<file path="config.mk">
export PLATFORM = sky130hd
export DESIGN_NAME = rgb_to_hsv_pixel
export DESIGN_NICKNAME = d
export VERILOG_FILES = /design/src/rgbhsv_pkg.sv /design/src/rgbhsv_front.sv /design/src/rgbhsv_div.sv /design/src/rgbhsv_back.sv /design/src/rgb_to_hsv_pixel.sv
export SDC_FILE = /design/constraint.sdc
export NUM_CORES = 2
export LEC_CHECK = 0
export ABC_AREA = 1
export BUFFER_PORTS_ARGS = -buffer_cell sky130_fd_sc_hd__buf_2
export CORE_MARGIN = 4
export CORE_UTILIZATION = 50
export CTS_BUF_LIST = sky130_fd_sc_hd__clkbuf_4 sky130_fd_sc_hd__clkbuf_8 sky130_fd_sc_hd__clkbuf_16
export CTS_CLUSTER_DIAMETER = 150
export CTS_CLUSTER_SIZE = 24
export DETAILED_ROUTE_END_ITERATION = 8
export GPL_ROUTABILITY_DRIVEN = 0
export GPL_TIMING_DRIVEN = 0
export MAX_ROUTING_LAYER = met4
export PLACE_DENSITY = 0.66
export SYNTH_ARGS = -nofsm -noshare
export SYNTH_HDL_FRONTEND = slang
export SYNTH_SLANG_ARGS = --single-unit
</file>
<file path="constraint.sdc">
create_clock -name clk_i -period 4 [get_ports clk_i]
set_clock_uncertainty 0.15 [all_clocks]
set_input_delay 0.2 -clock clk_i [delete_from_list [all_inputs] [get_ports clk_i]]
set_output_delay 0.2 -clock clk_i [all_outputs]
set_load 0.1 [all_outputs]
</file>
<file path="src/rgbhsv_pkg.sv">
// Shared types, constants and the divider step for the RGB to HSV pixel converter.
// No dependencies.
`default_nettype none

package rgbhsv_pkg;

  localparam int unsigned CHAN_W = 8;
  localparam int unsigned HUE_W  = 15;
  localparam int unsigned SAT_W  = 17;

  // hue offset code, in steps of 120 degrees
  typedef enum logic [1:0] {
    OFS_0   = 2'd0,
    OFS_120 = 2'd1,
    OFS_240 = 2'd2,
    OFS_360 = 2'd3
  } ofs_e;

  typedef struct packed {
    logic              gray;
    logic              black;
    logic              neg;
    ofs_e              ofs;
    logic [CHAN_W-1:0] value;
  } side_t;

  // one restoring division step: returns {quotient bit, new remainder}
  function automatic logic [CHAN_W:0] div_step(input logic [CHAN_W-1:0] rem,
                                               input logic [CHAN_W-1:0] dvs,
                                               input logic              nbit);
    logic [CHAN_W:0] t;
    logic [CHAN_W:0] s;
    logic            ge;
    t  = {rem, nbit};
    s  = t - {1'b0, dvs};
    ge = (t >= {1'b0, dvs});
    div_step = ge ? {1'b1, s[CHAN_W-1:0]} : {1'b0, t[CHAN_W-1:0]};
  endfunction

endpackage

`default_nettype wire

</file>
<file path="src/rgbhsv_front.sv">
// Front end: max/min search, sector choice and divider operands, two register stages.
// Depends on rgbhsv_pkg.
`default_nettype none

module rgbhsv_front #(
  parameter int unsigned HF = 6,
  parameter int unsigned SF = 16,
  parameter int unsigned DS = 17
) (
  input  wire logic                             clk_i,
  input  wire logic                             rst_ni,
  input  wire logic                             valid_i,
  input  wire logic [rgbhsv_pkg::CHAN_W-1:0]    red_i,
  input  wire logic [rgbhsv_pkg::CHAN_W-1:0]    green_i,
  input  wire logic [rgbhsv_pkg::CHAN_W-1:0]    blue_i,
  output logic                                  valid_o,
  output rgbhsv_pkg::side_t                     side_o,
  output logic [rgbhsv_pkg::CHAN_W-1:0]         hrem_o,
  output logic [DS-1:0]                         hlo_o,
  output logic [rgbhsv_pkg::CHAN_W-1:0]         hdiv_o,
  output logic [rgbhsv_pkg::CHAN_W-1:0]         srem_o,
  output logic [DS-1:0]                         slo_o
);

  localparam int unsigned CW = rgbhsv_pkg::CHAN_W;
  localparam int unsigned NW = CW + DS;

  // stage 1
  logic [CW-1:0]    mx_d, mn_d, hi_d, lo_d;
  rgbhsv_pkg::ofs_e ofs_d;
  logic             v1_q;
  logic [CW-1:0]    mx_q, mn_q, hi_q, lo_q;
  rgbhsv_pkg::ofs_e ofs_q;

  always_comb begin
    mx_d = red_i;
    if (green_i > mx_d) mx_d = green_i;
    if (blue_i > mx_d)  mx_d = blue_i;
    mn_d = red_i;
    if (green_i < mn_d) mn_d = green_i;
    if (blue_i < mn_d)  mn_d = blue_i;
    if (mx_d == red_i) begin
      hi_d  = green_i;
      lo_d  = blue_i;
      ofs_d = rgbhsv_pkg::OFS_0;
    end else if (mx_d == green_i) begin
      hi_d  = blue_i;
      lo_d  = red_i;
      ofs_d = rgbhsv_pkg::OFS_120;
    end else begin
      hi_d  = red_i;
      lo_d  = green_i;
      ofs_d = rgbhsv_pkg::OFS_240;
    end
  end

  always_ff @(posedge clk_i or negedge rst_ni) begin
    if (!rst_ni) begin
      v1_q <= 1'b0;
    end else begin
      v1_q <= valid_i;
    end
  end

  always_ff @(posedge clk_i) begin
    mx_q  <= mx_d;
    mn_q  <= mn_d;
    hi_q  <= hi_d;
    lo_q  <= lo_d;
    ofs_q <= ofs_d;
  end

  // stage 2
  logic [CW-1:0]     delta, mag;
  logic              neg;
  logic [CW+5:0]     m60;
  logic [NW-1:0]     nh, ns;
  rgbhsv_pkg::side_t side_d;

  always_comb begin
    delta = mx_q - mn_q;
    neg   = (hi_q < lo_q);
    mag   = neg ? (lo_q - hi_q) : (hi_q - lo_q);
    m60   = ({6'b0, mag} << 6) - ({6'b0, mag} << 2);
    nh    = NW'(m60) << HF;
    ns    = NW'(delta) << SF;
    side_d.gray  = (delta == '0);
    side_d.black = (mx_q == '0);
    side_d.neg   = neg;
    side_d.ofs   = (neg && (ofs_q == rgbhsv_pkg::OFS_0)) ? rgbhsv_pkg::OFS_360 : ofs_q;
    side_d.value = mx_q;
  end

  always_ff @(posedge clk_i or negedge rst_ni) begin
    if (!rst_ni) begin
      valid_o <= 1'b0;
    end else begin
      valid_o <= v1_q;
    end
  end

  always_ff @(posedge clk_i) begin
    side_o <= side_d;
    hrem_o <= nh[NW-1:DS];
    hlo_o  <= nh[DS-1:0];
    hdiv_o <= delta;
    srem_o <= ns[NW-1:DS];
    slo_o  <= ns[DS-1:0];
  end

endmodule

`default_nettype wire

</file>
<file path="src/rgbhsv_div.sv">
// Pipelined restoring divider, one quotient bit per stage, hue and saturation lanes side by side.
// Depends on rgbhsv_pkg.
`default_nettype none

module rgbhsv_div #(
  parameter int unsigned DS = 17
) (
  input  wire logic                          clk_i,
  input  wire logic                          rst_ni,
  input  wire logic                          valid_i,
  input  wire rgbhsv_pkg::side_t             side_i,
  input  wire logic [rgbhsv_pkg::CHAN_W-1:0] hrem_i,
  input  wire logic [DS-1:0]                 hlo_i,
  input  wire logic [rgbhsv_pkg::CHAN_W-1:0] hdiv_i,
  input  wire logic [rgbhsv_pkg::CHAN_W-1:0] srem_i,
  input  wire logic [DS-1:0]                 slo_i,
  output logic                               valid_o,
  output rgbhsv_pkg::side_t                  side_o,
  output logic [DS-1:0]                      hq_o,
  output logic [DS-1:0]                      sq_o
);

  localparam int unsigned CW = rgbhsv_pkg::CHAN_W;

  logic              v_q  [DS];
  rgbhsv_pkg::side_t sd_q [DS];
  logic [CW-1:0]     hr_q [DS];
  logic [CW-1:0]     hd_q [DS];
  logic [CW-1:0]     sr_q [DS];
  logic [DS-1:0]     hn_q [DS];
  logic [DS-1:0]     sn_q [DS];

  for (genvar k = 0; k < DS; k++) begin : g_stage
    logic              v_in;
    rgbhsv_pkg::side_t sd_in;
    logic [CW-1:0]     hr_in, hd_in, sr_in;
    logic [DS-1:0]     hn_in, sn_in;
    logic [CW:0]       hst, sst;

    if (k == 0) begin : g_first
      assign v_in  = valid_i;
      assign sd_in = side_i;
      assign hr_in = hrem_i;
      assign hd_in = hdiv_i;
      assign sr_in = srem_i;
      assign hn_in = hlo_i;
      assign sn_in = slo_i;
    end else begin : g_next
      assign v_in  = v_q[k-1];
      assign sd_in = sd_q[k-1];
      assign hr_in = hr_q[k-1];
      assign hd_in = hd_q[k-1];
      assign sr_in = sr_q[k-1];
      assign hn_in = hn_q[k-1];
      assign sn_in = sn_q[k-1];
    end

    assign hst = rgbhsv_pkg::div_step(hr_in, hd_in, hn_in[DS-1]);
    assign sst = rgbhsv_pkg::div_step(sr_in, sd_in.value, sn_in[DS-1]);

    always_ff @(posedge clk_i or negedge rst_ni) begin
      if (!rst_ni) begin
        v_q[k] <= 1'b0;
      end else begin
        v_q[k] <= v_in;
      end
    end

    always_ff @(posedge clk_i) begin
      sd_q[k] <= sd_in;
      hd_q[k] <= hd_in;
      hr_q[k] <= hst[CW-1:0];
      sr_q[k] <= sst[CW-1:0];
      hn_q[k] <= {hn_in[DS-2:0], hst[CW]};
      sn_q[k] <= {sn_in[DS-2:0], sst[CW]};
    end
  end

  assign valid_o = v_q[DS-1];
  assign side_o  = sd_q[DS-1];
  assign hq_o    = hn_q[DS-1];
  assign sq_o    = sn_q[DS-1];

endmodule

`default_nettype wire

</file>
<file path="src/rgbhsv_back.sv">
// Back end: hue offset add and clamp, gray/black forcing, output register.
// Depends on rgbhsv_pkg.
`default_nettype none

module rgbhsv_back #(
  parameter int unsigned HF = 6,
  parameter int unsigned SF = 16,
  parameter int unsigned DS = 17
) (
  input  wire logic                          clk_i,
  input  wire logic                          rst_ni,
  input  wire logic                          valid_i,
  input  wire rgbhsv_pkg::side_t             side_i,
  input  wire logic [DS-1:0]                 hq_i,
  input  wire logic [DS-1:0]                 sq_i,
  output logic                               valid_o,
  output logic [rgbhsv_pkg::HUE_W-1:0]       hue_o,
  output logic [rgbhsv_pkg::SAT_W-1:0]       saturation_o,
  output logic [rgbhsv_pkg::CHAN_W-1:0]      value_o
);

  localparam int unsigned HW  = HF + 11;
  localparam int unsigned HQW = HF + 6;
  localparam int unsigned HUW = rgbhsv_pkg::HUE_W;
  localparam int unsigned SAW = rgbhsv_pkg::SAT_W;

  logic signed [HW-1:0] offv, qx, hs, hmax, hc;
  logic [HW+HUW-1:0]    hx;
  logic [DS+SAW-1:0]    sx;
  logic [SF:0]          sq;
  logic [HUW-1:0]       hue_d;
  logic [SAW-1:0]       sat_d;

  always_comb begin
    hmax = HW'(360) << HF;
    case (side_i.ofs)
      rgbhsv_pkg::OFS_0:   offv = '0;
      rgbhsv_pkg::OFS_120: offv = HW'(120) << HF;
      rgbhsv_pkg::OFS_240: offv = HW'(240) << HF;
      rgbhsv_pkg::OFS_360: offv = HW'(360) << HF;
      default:             offv = '0;
    endcase
    qx = HW'(hq_i[HQW-1:0]);
    hs = side_i.neg ? (offv - qx) : (offv + qx);
    if (side_i.gray || hs < 0) begin
      hc = '0;
    end else if (hs > hmax) begin
      hc = hmax;
    end else begin
      hc = hs;
    end
    hx    = {{HUW{1'b0}}, hc};
    hue_d = hx[HUW-1:0];
    sq    = sq_i[SF:0];
    sx    = (DS+SAW)'(sq);
    sat_d = side_i.black ? '0 : sx[SAW-1:0];
  end

  always_ff @(posedge clk_i or negedge rst_ni) begin
    if (!rst_ni) begin
      valid_o <= 1'b0;
    end else begin
      valid_o <= valid_i;
    end
  end

  always_ff @(posedge clk_i) begin
    hue_o        <= hue_d;
    saturation_o <= sat_d;
    value_o      <= side_i.value;
  end

endmodule

`default_nettype wire

</file>
<file path="src/rgb_to_hsv_pixel.sv">
// RGB to HSV pixel converter, top level. An item passes the front end, then the divider,
// which retires one quotient bit per stage, then the back end output register.
// Throughput one item per cycle; busy stays low
// and the receiver cannot stall. Reset clears all valid bits; items in flight are dropped.
// Depends on rgbhsv_pkg, rgbhsv_front, rgbhsv_div, rgbhsv_back.
`default_nettype none

module rgb_to_hsv_pixel #(
  parameter int unsigned HUE_FRAC_BITS = 6,
  parameter int unsigned SAT_FRAC_BITS = 16
) (
  input  wire logic                          clk_i,
  input  wire logic                          rst_ni,
  input  wire logic                          start,
  output logic                               busy,
  input  wire logic [rgbhsv_pkg::CHAN_W-1:0] red_i,
  input  wire logic [rgbhsv_pkg::CHAN_W-1:0] green_i,
  input  wire logic [rgbhsv_pkg::CHAN_W-1:0] blue_i,
  output logic                               valid_o,
  output logic [rgbhsv_pkg::HUE_W-1:0]       hue_o,
  output logic [rgbhsv_pkg::SAT_W-1:0]       saturation_o,
  output logic [rgbhsv_pkg::CHAN_W-1:0]      value_o
);

  localparam int unsigned DS = ((HUE_FRAC_BITS + 6) > (SAT_FRAC_BITS + 1)) ?
                               (HUE_FRAC_BITS + 6) : (SAT_FRAC_BITS + 1);
  localparam int unsigned CW = rgbhsv_pkg::CHAN_W;

  logic              fe_valid, dv_valid;
  rgbhsv_pkg::side_t fe_side, dv_side;
  logic [CW-1:0]     hrem, hdiv, srem;
  logic [DS-1:0]     hlo, slo, hq, sq;

  assign busy = 1'b0;

  rgbhsv_front #(
    .HF (HUE_FRAC_BITS),
    .SF (SAT_FRAC_BITS),
    .DS (DS)
  ) u_front (
    .clk_i   (clk_i),
    .rst_ni  (rst_ni),
    .valid_i (start && !busy),
    .red_i   (red_i),
    .green_i (green_i),
    .blue_i  (blue_i),
    .valid_o (fe_valid),
    .side_o  (fe_side),
    .hrem_o  (hrem),
    .hlo_o   (hlo),
    .hdiv_o  (hdiv),
    .srem_o  (srem),
    .slo_o   (slo)
  );

  rgbhsv_div #(
    .DS (DS)
  ) u_div (
    .clk_i   (clk_i),
    .rst_ni  (rst_ni),
    .valid_i (fe_valid),
    .side_i  (fe_side),
    .hrem_i  (hrem),
    .hlo_i   (hlo),
    .hdiv_i  (hdiv),
    .srem_i  (srem),
    .slo_i   (slo),
    .valid_o (dv_valid),
    .side_o  (dv_side),
    .hq_o    (hq),
    .sq_o    (sq)
  );

  rgbhsv_back #(
    .HF (HUE_FRAC_BITS),
    .SF (SAT_FRAC_BITS),
    .DS (DS)
  ) u_back (
    .clk_i        (clk_i),
    .rst_ni       (rst_ni),
    .valid_i      (dv_valid),
    .side_i       (dv_side),
    .hq_i         (hq),
    .sq_i         (sq),
    .valid_o      (valid_o),
    .hue_o        (hue_o),
    .saturation_o (saturation_o),
    .value_o      (value_o)
  );

endmodule

`default_nettype wire
</file>
==> results.toml <==
[routing]
ant_nets = 0
vias = 24200
drt-total-wl_um = 60100
drc = 0
drt_iter0_drc = 839
wl_per_cell_um = 11.9
avgViaCountPerCell = 4.77
firstDrtPassIters = 7

[cts]
cts_tree = "done"
clock_latency_ns = 0.61
clock-sinks = 999
cts_root_buf = "clkbuf_16"
cts.clk_slew.worst_paths_ns = 0.09
htreeDepth = 2
cts_made_buffers = 47
clk_path_buf_depth = 3

[global_route]
grt.overflow.total = 0
grt_max_degree = 26
met2_usage_pct = 29.5
gr-max-usage-layer = "met2"
grtUsageTotal_pct = 15.5
grt_pass1_vias = 23300
use_met1_pct = 17.0
met3_usage_pct = 2.06
antenna_found_initial = 0
grt_pass1_wl_um = 102000

[cells_and_area]
nNetsFinal = 4499
antennaDiodeCount = 0
final_util_pct = 55.6
syn_to_final_growth_pct = 9.39
drive_gt1_share_pct = 6.93

[worst_setup_path]
slowest_delay_ns = 0.56
reg2reg_slack_ns = 0.40
cp_slowest_cell = "dlygate4sd3_1"
startpoint_type = "primary input"
critPathMaxFanout = 8
cpMostUsedCell = "nand2_1"
arrival_ns = 4.19
endpoint_kind = "flop"
path_class = "primary input to flop"
worst_ep_required_time_ns = 4.33

[floorplanning]
die_y_um = 281
die_w_um = 281
io_pins = 69
dieArea_um2 = 79100
floorplan.rows = 99
core-area_um2 = 73500
initial_utilization_pct = 50.8

[yosys]
synthDistinctLibCells = 55
synth_area_leader_cell = "dfxtp_1"
ys_async_sr_fraction_pct = 2.00
syn_nets = 4332
synth_cells = 3940
yosysWarnings = 0
ys.flop_type = "dfxtp_1"
yosysSeqAreaShare_pct = 53.8
synth-edff-count = 0
synth.top_cell.area_share_pct = 52.5
synthesis.area_um2 = 37300
synthTopCellsByArea = "dfxtp_1, ha_1, inv_1"
yosys_register_bits = 999
avgSynthCellArea_um2 = 9.48

[sta]
period_share_pct = 96.4
slew_headroom_pct = 44.2
hold_viol = 0
finalSetupViolCount = 0
min_period_ns = 3.86
clock.fmax_mhz = 259
tightest_slew_ns = 0.834
slew_violations = 0
worst_slack_ns = 0.144

[place]
io_buffers = 67
dp_hpwl_um = 46100
pre_cts_ws_ns = -0.125

[status]
status = "finished, final reports clean"

[flow_run]
cap_violations = 0

[min_path]
hold_class = "primary input to flop"
[repair_timing]
item	CTS	global route
endpoints found under the setup margin	0	38
hold buffers	28	0
endpoints found under the hold margin	53	0
gates resized for setup	0	68
buffers inserted	0	17
[synthesized netlist by cell type, types with 3 or more instances]
cell        n
dfxtp_1   979
inv_1     601
nand2_1   521
ha_1      330
nor2_1    287
o21ai_0   267
a21oi_1   240
xor2_1    160
nand3_1   138
nand4_1    41
a211oi_1   36
fa_1       35
xnor2_1    34
nor3_1     28
nand2_2    25
clkbuf_1   21
buf_2      20
dfrtp_1    20
nor2_2     19
a31oi_1    17
inv_2      12
o21bai_1   12
a21o_1      8
or4_1       7
nand3_2     6
nor2_4      6
nor4_1      6
o21ai_1     6
o22ai_1     6
nand2_4     5
o211ai_1    4
o31ai_1     4
or2_2       4
a311oi_1    3
buf_6       3
nand3b_1    3
o221ai_1    3
[cells by family (layout without fill, tap and decap cells)]
group	Yosys count	count (layout)	synth area share (%)
AND/OR/NAND/NOR	1106	1107	13.0
adder cells (fa/ha/maj)	365	365	12.9
flip-flops	999	999	53.8
other	1	1	0.0100
AO/OA/AOI/OAI	614	614	8.87
buffers and inverters	661	831	6.80
XOR/XNOR	194	194	4.55
[flip-flops by register name, summed over array words and instances (netlist names), 9 cells and up]
name / flops
u_back.hue_o: 15
u_div.hr_q: 128
u_div.g_stage.v_in: 16
u_div.hd_q: 128
u_back.saturation_o: 17
u_front.hlo_o: 9
u_div.sr_q: 128
u_div.hn_q: 114
u_front.side_o: 13
u_div.sd_q: 221
u_div.sn_q: 153
[layout make-up]
cell class | instances | area [um^2]
inverter | 615 | 2320
fill | 6500 | 32600
sequential | 999 | 20100
multi-input combinational | 2281 | 14800
clock inverter | 3 | 36.3
clock buffer | 50 | 1220
tap | 959 | 1200
timing repair buffer | 117 | 863
buffer | 46 | 260
[per-stage QoR]
stage / cell area (um^2) / instances / hold slack (ns) / TNS, ns
after floorplan: 37300 / 3940 / -0.246 / 0
after global placement: 38900 / 4966 / -0.00117 / -0.770
after detailed placement: 38900 / 4966 / 0.0107 / -1.78
after CTS: 40400 / 5047 / 0.0191 / 0
after global routing: 40800 / 5070 / 0.0587 / -0.868
final: 40800 / 5070 / 0.0816 / 0
[cell usage in the layout, fill, tap and decap left out, drive strengths merged, types with 28 or more instances in the layout]
cell         count
o21ai          273
nand2          553
fa              35
inv            617
a211oi          36
clkbuf          73
nor3            28
xnor2           34
dfxtp          979
buf            112
nand3          146
xor2           160
ha             330
nor2           312
nand4           43
a21oi          241
dlygate4sd3     28
[routing by layer]
layer | vias to the layer above | wire [um] | part of all wire, %
li1 | 12900 | - | -
met1 | 10900 | 25400 | 42
met2 | 277 | 31400 | 52
met3 | 95 | 1900 | 3.2
met4 | 0 | 1420 | 2.4
met5 | - | 0 | 0
[final timing paths]
| kind | start | end | cells after the start |
|---|---|---|---|
| worst max-delay path | red_i[4] | u_front.lo_q[4] | 29 |
| worst min-delay path | start | u_front.v1_q | 2 |
| worst max register to register | u_div.hn_q[16][0] | u_back.hue_o[0] | 23 |
| worst min register to register | u_div.sd_q[8][9] | u_div.sd_q[9][9] | 0 |
| max in group asynchronous | rst_ni | u_div.g_stage[5].v_in | 3 |
| min in group asynchronous | rst_ni | u_div.g_stage[6].v_in | 3 |
[worst max-delay path: cells and delay by family]
kind / cells / cell delay [ns]
simple gates: 18 / 1.87
buf+inv: 6 / 1.15
fa+ha+maj: 2 / 0.56
compound gates: 2 / 0.24
xor+xnor: 1 / 0.14
Power is not shown: default switching activity piles up to over one toggle a cycle in this logic, so the estimate is an artifact.
